`src/rtl/rrbm_pkg.sv`:
```
// ----------------------------------------------------------------------------
// rrbm_pkg - ROM/RAM bank mapper shared definitions
// Request and response payload types, action codes and address map constants.
// ----------------------------------------------------------------------------
package rrbm_pkg;

   typedef enum logic [2:0] {
      ACT_NONE      = 3'd0,
      ACT_ROM_READ  = 3'd1,
      ACT_RAM_READ  = 3'd2,
      ACT_RAM_WRITE = 3'd3,
      ACT_OPEN_BUS  = 3'd4,
      ACT_REG_WRITE = 3'd5,
      ACT_RAM_DROP  = 3'd6
   } action_type;

   // register window, selected by address bits 14:13
   typedef enum logic [1:0] {
      REG_RAM_ENABLE = 2'd0,
      REG_ROM_BANK   = 2'd1,
      REG_RAM_BANK   = 2'd2,
      REG_BANK_MODE  = 2'd3
   } reg_sel_type;

   localparam int AddrWidth     = 16;
   localparam int DataWidth     = 8;
   localparam int MemAddrWidth  = 21;
   localparam int RomBankWidth  = 7;
   localparam int RamBankWidth  = 2;
   localparam int RomOffWidth   = 14;
   localparam int RamOffWidth   = 13;
   localparam int LowBankWidth  = 5;

   localparam logic [3:0]              RamEnableKey   = 4'hA;
   localparam logic [2:0]              RamWindowTop   = 3'b101;   // 0xA000-0xBFFF
   localparam logic [RomBankWidth-1:0] RomBankReset   = 7'd1;
   localparam logic [RomBankWidth-1:0] RomMaskReset   = 7'd1;

   typedef struct packed {
      logic                 mode;        // 0 read, 1 write
      logic [AddrWidth-1:0] address;
      logic [DataWidth-1:0] write_data;
   } req_payload_type;

   typedef struct packed {
      action_type              action;
      logic [MemAddrWidth-1:0] memory_address;
      logic [DataWidth-1:0]    ram_data;
   } rsp_payload_type;

endpackage

```
`src/rtl/rom_ram_bank_mapper.sv`:
```
// ----------------------------------------------------------------------------
// rom_ram_bank_mapper - cartridge ROM/RAM bank mapper
// Path: an accepted request is held in the input register, then moves to the
//   result register once the output is free; the response comes from there.
// Throughput: one request per cycle unless the response stalls; bank registers
//   update in the same cycle that the request moves from input to result register.
// Reset: synchronous, active high; empties both stages, sets ROM bank and
//   mask to 1, RAM bank to 0, RAM disabled, simple banking mode.
// ----------------------------------------------------------------------------
module rom_ram_bank_mapper (
   input  logic                       clock,
   input  logic                       reset,
   input  logic                       req_valid,
   output logic                       req_ready,
   input  rrbm_pkg::req_payload_type  req_payload,
   output logic                       rsp_valid,
   input  logic                       rsp_ready,
   output rrbm_pkg::rsp_payload_type  rsp_payload,
   input  logic                       csr_write_enable,
   input  logic [rrbm_pkg::RomBankWidth-1:0] csr_write_data
);

   logic                                req_valid_ff;
   rrbm_pkg::req_payload_type           req_payload_ff;
   logic                                rsp_valid_ff;
   rrbm_pkg::rsp_payload_type           rsp_payload_ff;
   rrbm_pkg::rsp_payload_type           rsp_payload_in;

   logic [rrbm_pkg::RomBankWidth-1:0]   rom_mask_ff;
   logic [rrbm_pkg::RomBankWidth-1:0]   rom_bank_ff;
   logic [rrbm_pkg::RomBankWidth-1:0]   rom_bank_in;
   logic [rrbm_pkg::RamBankWidth-1:0]   ram_bank_ff;
   logic [rrbm_pkg::RamBankWidth-1:0]   ram_bank_in;
   logic                                ram_enable_ff;
   logic                                ram_enable_in;
   logic                                bank_mode_ff;
   logic                                bank_mode_in;

   logic                                advance;
   logic [rrbm_pkg::RomBankWidth-1:0]   bank_cand;
   rrbm_pkg::reg_sel_type               reg_sel;
   logic                                in_low;
   logic                                in_ram;

   assign advance   = !rsp_valid_ff || rsp_ready;
   assign req_ready = !req_valid_ff || advance;
   assign rsp_valid   = rsp_valid_ff;
   assign rsp_payload = rsp_payload_ff;

   assign in_low  = !req_payload_ff.address[rrbm_pkg::AddrWidth-1];
   assign in_ram  = (req_payload_ff.address[rrbm_pkg::AddrWidth-1 -: 3] ==
                     rrbm_pkg::RamWindowTop);
   assign reg_sel = rrbm_pkg::reg_sel_type'(req_payload_ff.address[14:13]);

   always_comb begin
      // candidate ROM bank: upper bits from RAM bank only on large ROMs in mode 1
      bank_cand = {2'b00, req_payload_ff.write_data[rrbm_pkg::LowBankWidth-1:0]};
      if ((rom_mask_ff[6:5] != 2'b00) && bank_mode_ff) begin
         bank_cand[6:5] = ram_bank_ff;
      end
      bank_cand = bank_cand & rom_mask_ff;
      if (bank_cand[rrbm_pkg::LowBankWidth-1:0] == '0) begin
         bank_cand[0] = 1'b1;
      end
   end

   always_comb begin
      rom_bank_in   = rom_bank_ff;
      ram_bank_in   = ram_bank_ff;
      ram_enable_in = ram_enable_ff;
      bank_mode_in  = bank_mode_ff;
      rsp_payload_in.action         = rrbm_pkg::ACT_NONE;
      rsp_payload_in.memory_address = '0;
      rsp_payload_in.ram_data       = '0;
      priority if (in_low) begin
         if (req_payload_ff.mode) begin
            rsp_payload_in.action = rrbm_pkg::ACT_REG_WRITE;
            unique case (reg_sel)
               rrbm_pkg::REG_RAM_ENABLE:
                  ram_enable_in = (req_payload_ff.write_data[3:0] == rrbm_pkg::RamEnableKey);
               rrbm_pkg::REG_ROM_BANK:   rom_bank_in  = bank_cand;
               rrbm_pkg::REG_RAM_BANK:
                  ram_bank_in = req_payload_ff.write_data[rrbm_pkg::RamBankWidth-1:0];
               rrbm_pkg::REG_BANK_MODE:  bank_mode_in = req_payload_ff.write_data[0];
               default: ;
            endcase
         end else begin
            rsp_payload_in.action = rrbm_pkg::ACT_ROM_READ;
            if (!req_payload_ff.address[rrbm_pkg::RomOffWidth]) begin
               rsp_payload_in.memory_address = {5'd0, req_payload_ff.address};
            end else begin
               rsp_payload_in.memory_address =
                  {rom_bank_ff, req_payload_ff.address[rrbm_pkg::RomOffWidth-1:0]};
            end
         end
      end else if (in_ram) begin
         if (ram_enable_ff) begin
            rsp_payload_in.memory_address =
               {6'd0, ram_bank_ff, req_payload_ff.address[rrbm_pkg::RamOffWidth-1:0]};
            if (req_payload_ff.mode) begin
               rsp_payload_in.action   = rrbm_pkg::ACT_RAM_WRITE;
               rsp_payload_in.ram_data = req_payload_ff.write_data;
            end else begin
               rsp_payload_in.action   = rrbm_pkg::ACT_RAM_READ;
            end
         end else begin
            // disabled RAM: open bus on read, drop the write
            rsp_payload_in.action = req_payload_ff.mode ? rrbm_pkg::ACT_RAM_DROP
                                                        : rrbm_pkg::ACT_OPEN_BUS;
         end
      end else begin
         rsp_payload_in.action = rrbm_pkg::ACT_NONE;
      end
   end

   always_ff @(posedge clock) begin
      if (reset) begin
         req_valid_ff  <= 1'b0;
         rsp_valid_ff  <= 1'b0;
         rom_mask_ff   <= rrbm_pkg::RomMaskReset;
         rom_bank_ff   <= rrbm_pkg::RomBankReset;
         ram_bank_ff   <= '0;
         ram_enable_ff <= 1'b0;
         bank_mode_ff  <= 1'b0;
      end else begin
         if (csr_write_enable) begin
            rom_mask_ff <= csr_write_data;
         end
         if (req_ready) begin
            req_valid_ff <= req_valid;
         end
         if (advance) begin
            rsp_valid_ff <= req_valid_ff;
            // commit bank registers only as the request leaves the input stage
            if (req_valid_ff) begin
               rom_bank_ff   <= rom_bank_in;
               ram_bank_ff   <= ram_bank_in;
               ram_enable_ff <= ram_enable_in;
               bank_mode_ff  <= bank_mode_in;
            end
         end
      end
   end

   always_ff @(posedge clock) begin
      if (req_ready && req_valid) begin
         req_payload_ff <= req_payload;
      end
      if (advance && req_valid_ff) begin
         rsp_payload_ff <= rsp_payload_in;
      end
   end

endmodule

```
`config.mk`:
```
export PLATFORM = sky130hd
export DESIGN_NAME = rom_ram_bank_mapper
export DESIGN_NICKNAME = d
export VERILOG_FILES = /design/src/rtl/rrbm_pkg.sv /design/src/rtl/rom_ram_bank_mapper.sv
export SDC_FILE = /design/constraint.sdc
export NUM_CORES = 1
export LEC_CHECK = 0
export BUFFER_PORTS_ARGS = -buffer_cell sky130_fd_sc_hd__buf_2
export CAP_MARGIN = 0
export CELL_PAD_IN_SITES_DETAIL_PLACEMENT = 1
export CELL_PAD_IN_SITES_GLOBAL_PLACEMENT = 1
export CORE_MARGIN = 2
export CORE_UTILIZATION = 45
export CTS_CLUSTER_DIAMETER = 200
export CTS_CLUSTER_SIZE = 30
export DETAILED_ROUTE_END_ITERATION = 10
export HOLD_SLACK_MARGIN = 0.02
export PLACE_DENSITY_LB_ADDON = 0.1
export SETUP_SLACK_MARGIN = 0.4
export SYNTH_ARGS = -nofsm -noshare
export SYNTH_HDL_FRONTEND = slang
export SYNTH_SLANG_ARGS = --single-unit
```
`constraint.sdc`:
```
create_clock -name clock -period 5.7 [get_ports clock]
set_clock_uncertainty 0.2 [all_clocks]
set_input_delay 0.285 -clock clock [delete_from_list [all_inputs] [get_ports clock]]
set_output_delay 0.285 -clock clock [all_outputs]
set_load 0.01 [all_outputs]
```
==> results of run 1 <==
## flip-flops by register name, summed over array words and instances, names as in the netlist
signal / cells
rom_bank_ff: 7
reg_sel: 2
rsp_payload: 32
ram_bank_ff: 2
bank_mode_ff: 1
ram_enable_ff: 1
req_payload_ff: 23
rom_mask_ff: 7
rsp_valid: 1
req_valid_ff: 1
## cell type report
cell class | instances | area (um2)
fill | 654 | 2470
sequential | 77 | 2110
multi-input combinational | 110 | 734
timing repair buffer | 104 | 688
clock buffer | 9 | 124
tap | 77 | 96.3
clock inverter | 7 | 81.3
inverter | 2 | 7.51
## logic make-up (layout without fill, tap and decap cells)
kind of cell	after synthesis	after routing
AO/OA/AOI/OAI	28	28
buffers and inverters	15	122
flip-flops	77	77
multiplexers	8	8
AND/OR/NAND/NOR	74	74
## layer usage
metal	track usage	wire length (um)
met2	0.300	3110
met4	0.0794	112
met3	0.0511	287
met1	0.238	2720
met5	0	0
## per-stage QoR
| stage | total power, uW | cells | utilization |
|---|---|---|---|
| after floorplan | 684 | 202 | - |
| after global routing | 1190 | 386 | 0.609 |
| after global placement | 713 | 337 | 0.524 |
| after detailed placement | 716 | 337 | 0.524 |
| after CTS | 1150 | 386 | 0.609 |
| final | 1140 | 386 | 0.609 |
## cells in the mapped netlist (5+ instances only)
cell type	n	area (um2)
edfxtp_1	57	1710
dfxtp_1	20	400
nor2b_1	15	93.8
and3_1	14	87.6
a21oi_1	13	65.1
nor2_1	13	48.8
clkbuf_1	11	41.3
o31ai_1	9	67.6
mux2i_1	7	70.1
nand4_1	7	43.8
and2_1	5	31.3
## path summary, 6_finish.rpt
path / startpoint / endpoint / slack [ps] / depth (start not counted)
worst min-delay path: reset / rom_mask_ff[6]$_SDFFE_PP0P_ / 140 / 2
worst min register to register: rom_bank_ff[5]$_SDFFE_PP0P_ / rom_bank_ff[5]$_SDFFE_PP0P_ / 270 / 2
worst max register to register: rsp_valid$_SDFFE_PP0N_ / req_payload_ff[13]$_DFFE_PP_ / 3240 / 3
worst max-delay path: rsp_valid$_SDFFE_PP0N_ / req_payload_ff[13]$_DFFE_PP_ / 3240 / 3
## worst max-delay path, stage by stage (launching register included)
cell	delay (ps)
dfxtp_1	350
nor2b_1	790
nand2_1	140
and2_1	560
## power by group
part	total (uW)	leakage [uW]	switching [uW]	internal, uW
Combinational	80.2	0.000714	39.1	41.1
Sequential	640	0.000719	13.5	627
Clock	419	0.000101	211	208
Total	1140	0.00153	263	876
## cell usage in the layout (no fill, tap or decap), types with 3 or more instances in the layout
cell            n
buf_2          70
edfxtp_1       57
dlygate4sd3_1  33
dfxtp_1        20
nor2b_1        15
and3_1         14
a21oi_1        13
nor2_1         12
o31ai_1         9
clkbuf_8        9
mux2i_1         7
nand4_1         7
and2_1          5
nand2_1         3
nand3_1         3
or4_1           3
inv_6           3
==> reports/summary.txt, run 1 <==
GRT overflow - 0
main combinational cell family by area after synthesis - simple AND/OR/NAND/NOR gates
number of iterations in the first detailed-routing pass - 4
largest net degree at the start of global routing - 33
number of port buffers - 70
DR DRC count - 0
critical path class - reg -> reg
Die Y - 84.4 um
vias in the first global route - 1973
final worst path period share - 0.432
CP Capture Type - register
Crit Path Max Fanout - 25
clk sinks - 77
setup TNS - 0 ps
layout cells sized above 1 - 0.301
via count - 1995
post-route minimum period - 2460 ps
max-slew violation total from the final report - 0
Hold Buf Count CTS - 33
Syn Nets - 239
RePlAce Congestion - 0.732
DIE AREA - 7110 um2
Max transition margin - 0.263
post-synthesis xor/xnor area fraction - 0
sequential fraction of the synthesis area - 0.727
design area - 3840 um2
Pwr Density - 296 nW/um2
worst vdd ir - 210 uV
Syn-to-layout area delta - 32.3%
Post-Synth Adder-Cell Area - 0
Post-DRT Antenna Nets - 0
final worst slack - 3240 ps
worst skew pair latency - 340 ps
Async SR Flop Fraction - 0
CTS buffer count - 9
H-tree depth - 3
Setup Buffers After CTS - 0
Setup Slack @ Placement - 3180 ps
GRT Util Overall - 0.186
setup violators final - 0
mux share of post-synthesis cell area - 0.0280
max cap viols - 0
post-synthesis simple-gate area fraction - 0.161
Hold/Removal Path Class - in -> reg
compound-cell area share of the yosys netlist - 0.0633
Resize count post-CTS - 0
maximum clock path buffer count - 2
Synth Flop Type - edfxtp_1
post-DP HPWL - 3.98 mm
Hold Slack - 141 ps
Worst setup SP type - register
Core Region - 6310 um2
clk slew on worst S/H paths - 80 ps
Worst Tran Pin Value - 1110 ps
synth warn - 0
syn avg cell area - 14.4 um2
#FFs+latches synth - 77
Cell variety after synth - 31
RSZ-0062 raised after global routing - no
Initial Util - 0.460
# diodes - 0
Rows - 29
nets@finish - 341
chip width - 84.4 um
status - finished, final reports clean
Routed WL - 6.23 mm
Netlist Area Pre-Place - 2910 um2
Worst Path Arrival - 2200 ps
Post-Syn Instances - 202
CTS tree - yes
critical path required time - 5430 ps
DR vias/cell - 5.17
initial antenna violation count - 0
post-DR wirelength/cell - 16.1 um
Fin. Hold Viols - 0
root buffer selected by CTS - clkbuf_8
I/O pin count - 71
placed cell areas - 3310 um2
Post-synth EDFFs - 57
1st-iter DRT viols - 65
Max Fclk - 406 MHz
first-pass GRT wire length - 10.1 mm
Lkg Pwr - 0.00153 uW
(Power assumes the default switching activity.)
==> run 2: changes to the inputs <==
--- a/config.mk
+++ b/config.mk
@@ -5,12 +5,13 @@
 export SDC_FILE = /design/constraint.sdc
 export NUM_CORES = 1
 export LEC_CHECK = 0
+export ABC_AREA = 1
 export BUFFER_PORTS_ARGS = -buffer_cell sky130_fd_sc_hd__buf_2
 export CAP_MARGIN = 0
 export CELL_PAD_IN_SITES_DETAIL_PLACEMENT = 1
 export CELL_PAD_IN_SITES_GLOBAL_PLACEMENT = 1
 export CORE_MARGIN = 2
-export CORE_UTILIZATION = 45
+export CORE_UTILIZATION = 37
 export CTS_CLUSTER_DIAMETER = 200
 export CTS_CLUSTER_SIZE = 30
 export DETAILED_ROUTE_END_ITERATION = 10
==> constraint.sdc (replaced) <==
create_clock -name clock -period 2.25 [get_ports clock]
set_clock_uncertainty 0.2 [all_clocks]
set_input_delay 0.1125 -clock clock [delete_from_list [all_inputs] [get_ports clock]]
set_output_delay 0.1125 -clock clock [all_outputs]
set_load 0.01 [all_outputs]
==> reports/summary.txt, run 2 <==
Core Region - 7610 um2
number of iterations in the first detailed-routing pass - 4
Worst setup SP type - register
CTS tree - yes
post-route minimum period - 1630 ps
RSZ-0062 raised after global routing - no
mux share of post-synthesis cell area - 0
Worst Tran Pin Value - 527 ps
Rows - 32
Post-Syn Instances - 240
Synth Flop Type - edfxtp_1
I/O pin count - 71
Die Y - 92.1 um
setup violators final - 0
clk sinks - 77
GRT overflow - 0
commonest cells after routing, fill and taps aside - 70 x buf_2, 57 x edfxtp_1, 48 x nor2_1, 37 x dlygate4sd3_1, 32 x nand2_1
chip width - 92.1 um
layout cells sized above 1 - 0.261
largest net degree at the start of global routing - 33
Sw Pwr - 630 uW
Crit Path Max Fanout - 16
vias in the first global route - 2146
most frequent cell after synthesis - edfxtp_1
area share of the largest cell type after synthesis - 0.596
Comb power frac - 0.080
CTS buffer count - 9
DR DRC count - 0
Max Fclk - 614 MHz
Syn-to-layout area delta - 36.4%
post-synthesis xor/xnor area fraction - 0
1st-iter DRT viols - 85
Initial Util - 0.378
setup TNS - 0 ps
# diodes - 0
Hold/Removal Path Class - in -> reg
Worst Path Arrival - 1640 ps
CP Capture Type - register
synth warn - 0
status - finished, final reports clean
Post-DRT Antenna Nets - 0
H-tree depth - 3
Cell Int Power - 2210 uW
final core utilization - 0.515
Post-synth top cells - 57 x edfxtp_1, 49 x nor2_1, 32 x nand2_1
design area - 3920 um2
Fin. Hold Viols - 0
Hold Crit Depth - 4
Syn Nets - 277
number of port buffers - 70
post-synthesis simple-gate area fraction - 0.161
Yosys top cell by area - edfxtp_1
Reg power frac - 0.571
Routed WL - 6.36 mm
Post-synth EDFFs - 57
DIE AREA - 8490 um2
initial antenna violation count - 0
worst skew pair latency - 350 ps
max-slew violation total from the final report - 0
syn avg cell area - 12.0 um2
commonest non-fill, non-tap cell in the layout - buf_2
Netlist Area Pre-Place - 2870 um2
Async SR Flop Fraction - 0
critical path required time - 2260 ps
DR vias/cell - 4.41
compound-cell area share of the yosys netlist - 0.0583
maximum clock path buffer count - 2
post-DP HPWL - 4.15 mm
max reg flops - 32
GRT Util Overall - 0.166
RePlAce Congestion - 0.729
main combinational cell family by area after synthesis - simple AND/OR/NAND/NOR gates
post-DR wirelength/cell - 13.6 um
critical path class - reg -> reg
Setup Slack @ Placement - 358 ps
first-pass GRT wire length - 10.5 mm
#FFs+latches synth - 77
final worst path period share - 0.724
synth top area cells - edfxtp_1 60%, dfxtp_1 14%, nor2_1 6.4%, nand2_1 4.2%, inv_1 3.5%
Clk pwr share - 0.349
Worst Reg-to-Reg Cells - 5
Max transition margin - 0.648
clk slew on worst S/H paths - 80 ps
Post-Synth Adder-Cell Area - 0
sequential fraction of the synthesis area - 0.735
max cap viols - 0
Cell variety after synth - 18
Lkg Pwr - 0.00166 uW
nets@finish - 396
via count - 2056
final worst slack - 621 ps
switch share - 0.222
worst vdd ir - 352 uV
root buffer selected by CTS - clkbuf_8
Hold Slack - 216 ps
placed cell areas - 3350 um2
Pwr Density - 725 nW/um2
run 2: cell count changes after synthesis, moves of 12 or more:
cell / delta
inv_1: +25
o21a_1: +12
and3_1: -14
nor2_1: +36
nor2b_1: -15
nand3_1: +14
nand2_1: +29
run 2: path summary, 6_finish.rpt:
path	start	endpoint	slack [ps]
worst max register to register	reg_sel[1]$_DFFE_PP_	rsp_payload[5]$_SDFFCE_PN0P_	620
worst max-delay path	reg_sel[1]$_DFFE_PP_	rsp_payload[5]$_SDFFCE_PN0P_	620
worst min-delay path	req_valid	req_payload_ff[2]$_DFFE_PP_	220
worst min register to register	rom_mask_ff[0]$_SDFFE_PP1P_	rom_mask_ff[0]$_SDFFE_PP1P_	280
run 2: critical path: stages, from the launching register on:
cell      delay, ps
edfxtp_1        510
nor2_4          160
nand2_4          80
nor2_8          250
nand2_4         160
nor2_1          120
run 2: cell families after synthesis:
logic type / count (synthesis)
compound gates: 27
flops: 77
simple gates: 105
buf+inv: 31
run 2: metrics by stage:
| step | cells | power, uW |
|---|---|---|
| after floorplan | 240 | 1740 |
| after global placement | 412 | 1830 |
| after detailed placement | 412 | 1830 |
| after CTS | 466 | 2870 |
| after global routing | 466 | 2960 |
| final | 466 | 2840 |
run 2: per-layer routing:
| layer | share of wire | vias to the layer above | track usage |
|---|---|---|---|
| li1 | - | 1037 | - |
| met1 | 0.42 | 963 | 0.192 |
| met2 | 0.52 | 45 | 0.292 |
| met3 | 0.033 | 11 | 0.0304 |
| met4 | 0.023 | 0 | 0.0858 |
| met5 | 0 | - | 0 |
run 2: cell type report:
| cell class | instances | area (um2) |
|---|---|---|
| clock inverter | 5 | 51.3 |
| inverter | 27 | 101 |
| timing repair buffer | 112 | 758 |
| clock buffer | 11 | 131 |
| multi-input combinational | 132 | 637 |
| sequential | 77 | 2110 |
| tap | 102 | 128 |
| fill | 840 | 3690 |
run 2: power by group through the flow:
stage	Combinational [uW]	Clock, uW	Sequential [uW]
after floorplan	79.4	0	1660
after detailed placement	180	0	1650
final	228	992	1620
after global placement	176	0	1650
after global routing	257	1080	1630
after CTS	231	1020	1620
run 2: timing repair:
action | 4_1_cts | 5_1_grt
endpoints found under the setup margin | 13 | 4
pin swaps | 1 | 0
resized for setup | 1 | 1
cloned | 0 | 0
hold buffers | 37 | 0
endpoints found under the hold margin | 34 | 0
buffers inserted | 1 | 0
==> run 3: changes to the inputs <==
--- a/config.mk
+++ b/config.mk
@@ -5,13 +5,13 @@
 export SDC_FILE = /design/constraint.sdc
 export NUM_CORES = 1
 export LEC_CHECK = 0
-export ABC_AREA = 1
+export ABC_AREA = 0
 export BUFFER_PORTS_ARGS = -buffer_cell sky130_fd_sc_hd__buf_2
 export CAP_MARGIN = 0
 export CELL_PAD_IN_SITES_DETAIL_PLACEMENT = 1
 export CELL_PAD_IN_SITES_GLOBAL_PLACEMENT = 1
 export CORE_MARGIN = 2
-export CORE_UTILIZATION = 37
+export CORE_UTILIZATION = 42
 export CTS_CLUSTER_DIAMETER = 200
 export CTS_CLUSTER_SIZE = 30
 export DETAILED_ROUTE_END_ITERATION = 10
==> constraint.sdc (replaced) <==
create_clock -name clock -period 1.6 [get_ports clock]
set_clock_uncertainty 0.2 [all_clocks]
set_input_delay 0.08 -clock clock [delete_from_list [all_inputs] [get_ports clock]]
set_output_delay 0.08 -clock clock [all_outputs]
set_load 0.01 [all_outputs]
==> reports/summary.txt, run 3 (synthesis gave the netlist of run 1 again) <==
Post-DRT Antenna Nets - 0
1st-iter DRT viols - 88
max cap viols - 0
Comb power frac - 0.113
Hold Buf Count CTS - 34
worst path bufs/invs - 0
CP Capture Type - register
critical path required time - 1670 ps
final core utilization - 0.661
GRT Util Overall - 0.228
CTS tree - yes
initial antenna violation count - 0
Worst Tran Pin Value - 421 ps
H-tree depth - 3
via count - 2271
Worst setup SP type - register
setup violators final - 36
Fin. Hold Viols - 17
RePlAce Congestion - 0.743
I/O pin count - 71
commonest non-fill, non-tap cell in the layout - buf_2
critical path class - reg -> reg
final worst slack - -207 ps
Worst path max stage delay - 510 ps
Max transition margin - 0.719
placed cells - 357
clk slew on worst S/H paths - 80 ps
RSZ-0062 raised after global routing - yes
post-DR wirelength/cell - 19.2 um
placed cell areas - 3480 um2
post-route minimum period - 1810 ps
Initial Util - 0.430
root buffer selected by CTS - clkbuf_8
design area - 4470 um2
status - finished with violations
DIE AREA - 7600 um2
failing checks - hold timing, setup timing
maximum clock path buffer count - 2
Sw Pwr - 945 uW
DR vias/cell - 5.29
layout cells sized above 1 - 0.467
Syn-to-layout area delta - 53.7%
max-slew violation total from the final report - 0
vias in the first global route - 2420
number of iterations in the first detailed-routing pass - 4
setup TNS - -3580 ps
final worst path period share - 1.13
Slowest cell on crit path - or4bb_1
GRT overflow - 0
max reg flops - 32
family with the most delay on the worst path - simple AND/OR/NAND/NOR gates
nets@finish - 381
Routed WL - 8.23 mm
commonest cells after routing, fill and taps aside - 68 x buf_2, 57 x edfxtp_1, 34 x dlygate4sd3_1, 26 x buf_6, 19 x dfxtp_1
first-pass GRT wire length - 12.7 mm
critical-path cell list - or4bb_1 -> or4_1 -> a21oi_1
# diodes - 0
chip width - 87.2 um
post-DP HPWL - 4.31 mm
Hold Slack - -51.8 ps
Clk pwr share - 0.339
clk sinks - 77
Cell Int Power - 3190 uW
switch share - 0.228
largest net degree at the start of global routing - 22
Pwr Density - 927 nW/um2
worst vdd ir - 617 uV
Post-Layout Cell Count - 429
number of port buffers - 70
Hold/Removal Path Class - in -> reg
CTS buffer count - 9
Core Region - 6760 um2
Crit Path Max Fanout - 3
Rows - 30
Worst Path Arrival - 1880 ps
DR DRC count - 0
Die Y - 87.2 um
Max Fclk - 553 MHz
worst skew pair latency - 340 ps
Lkg Pwr - 0.00178 uW
Reg power frac - 0.548
[run 3: cell types whose count changed in the layout (fill, tap and decap cells not counted), sizes merged, moves of 7 or more]
| cell | previous run | this run |
|---|---|---|
| o21ai | 9 | 1 |
| nor2 | 52 | 14 |
| nor2b | 0 | 15 |
| and3 | 0 | 14 |
| o21a | 13 | 1 |
| buf | 75 | 106 |
| a21oi | 5 | 13 |
| mux2i | 0 | 7 |
| nand2 | 35 | 3 |
| inv | 27 | 2 |
| o31ai | 0 | 9 |
| and2 | 0 | 8 |
| nand3 | 17 | 3 |
[run 3: path summary, 6_finish.rpt]
kind | from | to | slack [ps] | depth (start not counted)
hold reg to reg | rom_bank_ff[6]$_SDFFE_PP0P_ | rom_bank_ff[6]$_SDFFE_PP0P_ | 280 | 2
hold / removal | reset | rom_mask_ff[1]$_SDFFE_PP0P_ | -50 | 2
setup / recovery | req_payload_ff[2]$_DFFE_PP_ | ram_enable_ff$_SDFFE_PP0P_ | -210 | 3
setup reg to reg | req_payload_ff[2]$_DFFE_PP_ | ram_enable_ff$_SDFFE_PP0P_ | -210 | 3
[run 3: final cells by class]
cell class / instances / area [um2]
fillers: 663 / 2290
flip-flops and latches: 77 / 2110
repair buffers: 140 / 1080
multi-input cells: 114 / 980
clock buffers: 11 / 131
well taps: 80 / 100
clock inverters: 5 / 51.3
inverters: 2 / 7.51
[run 3: stage by stage]
stage	worst slack, ps	total power, uW	hold slack [ps]
floorplan	-122	2450	-21.1
detailed placement	-190	2590	58.7
global route	-230	4290	-46.0
finish	-207	4140	-51.8
global placement	-123	2580	56.1
CTS	-181	4110	-70.9
[run 3: power by group through the flow]
| stage | logic, uW | registers (uW) | clock network, uW |
|---|---|---|---|
| CTS | 426 | 2260 | 1420 |
| global placement | 278 | 2300 | 0 |
| floorplan | 130 | 2320 | 0 |
| global route | 503 | 2280 | 1510 |
| finish | 469 | 2270 | 1400 |
| detailed placement | 285 | 2310 | 0 |
[run 3: per-layer routing]
metal,GRT usage,share of wire,vias to the layer above
met5,0,0,-
met4,0.0867,0.026,0
met3,0.0417,0.037,19
met2,0.407,0.54,76
met1,0.273,0.40,1117
li1,-,-,1059
[run 3: repair_timing]
action                                  CTS  global route
endpoints found under the hold margin    47            14
pin swaps                                10             9
resized for setup                        36            30
endpoints found under the setup margin  102           106
gates cloned                              4             0
buffers inserted                         14             4
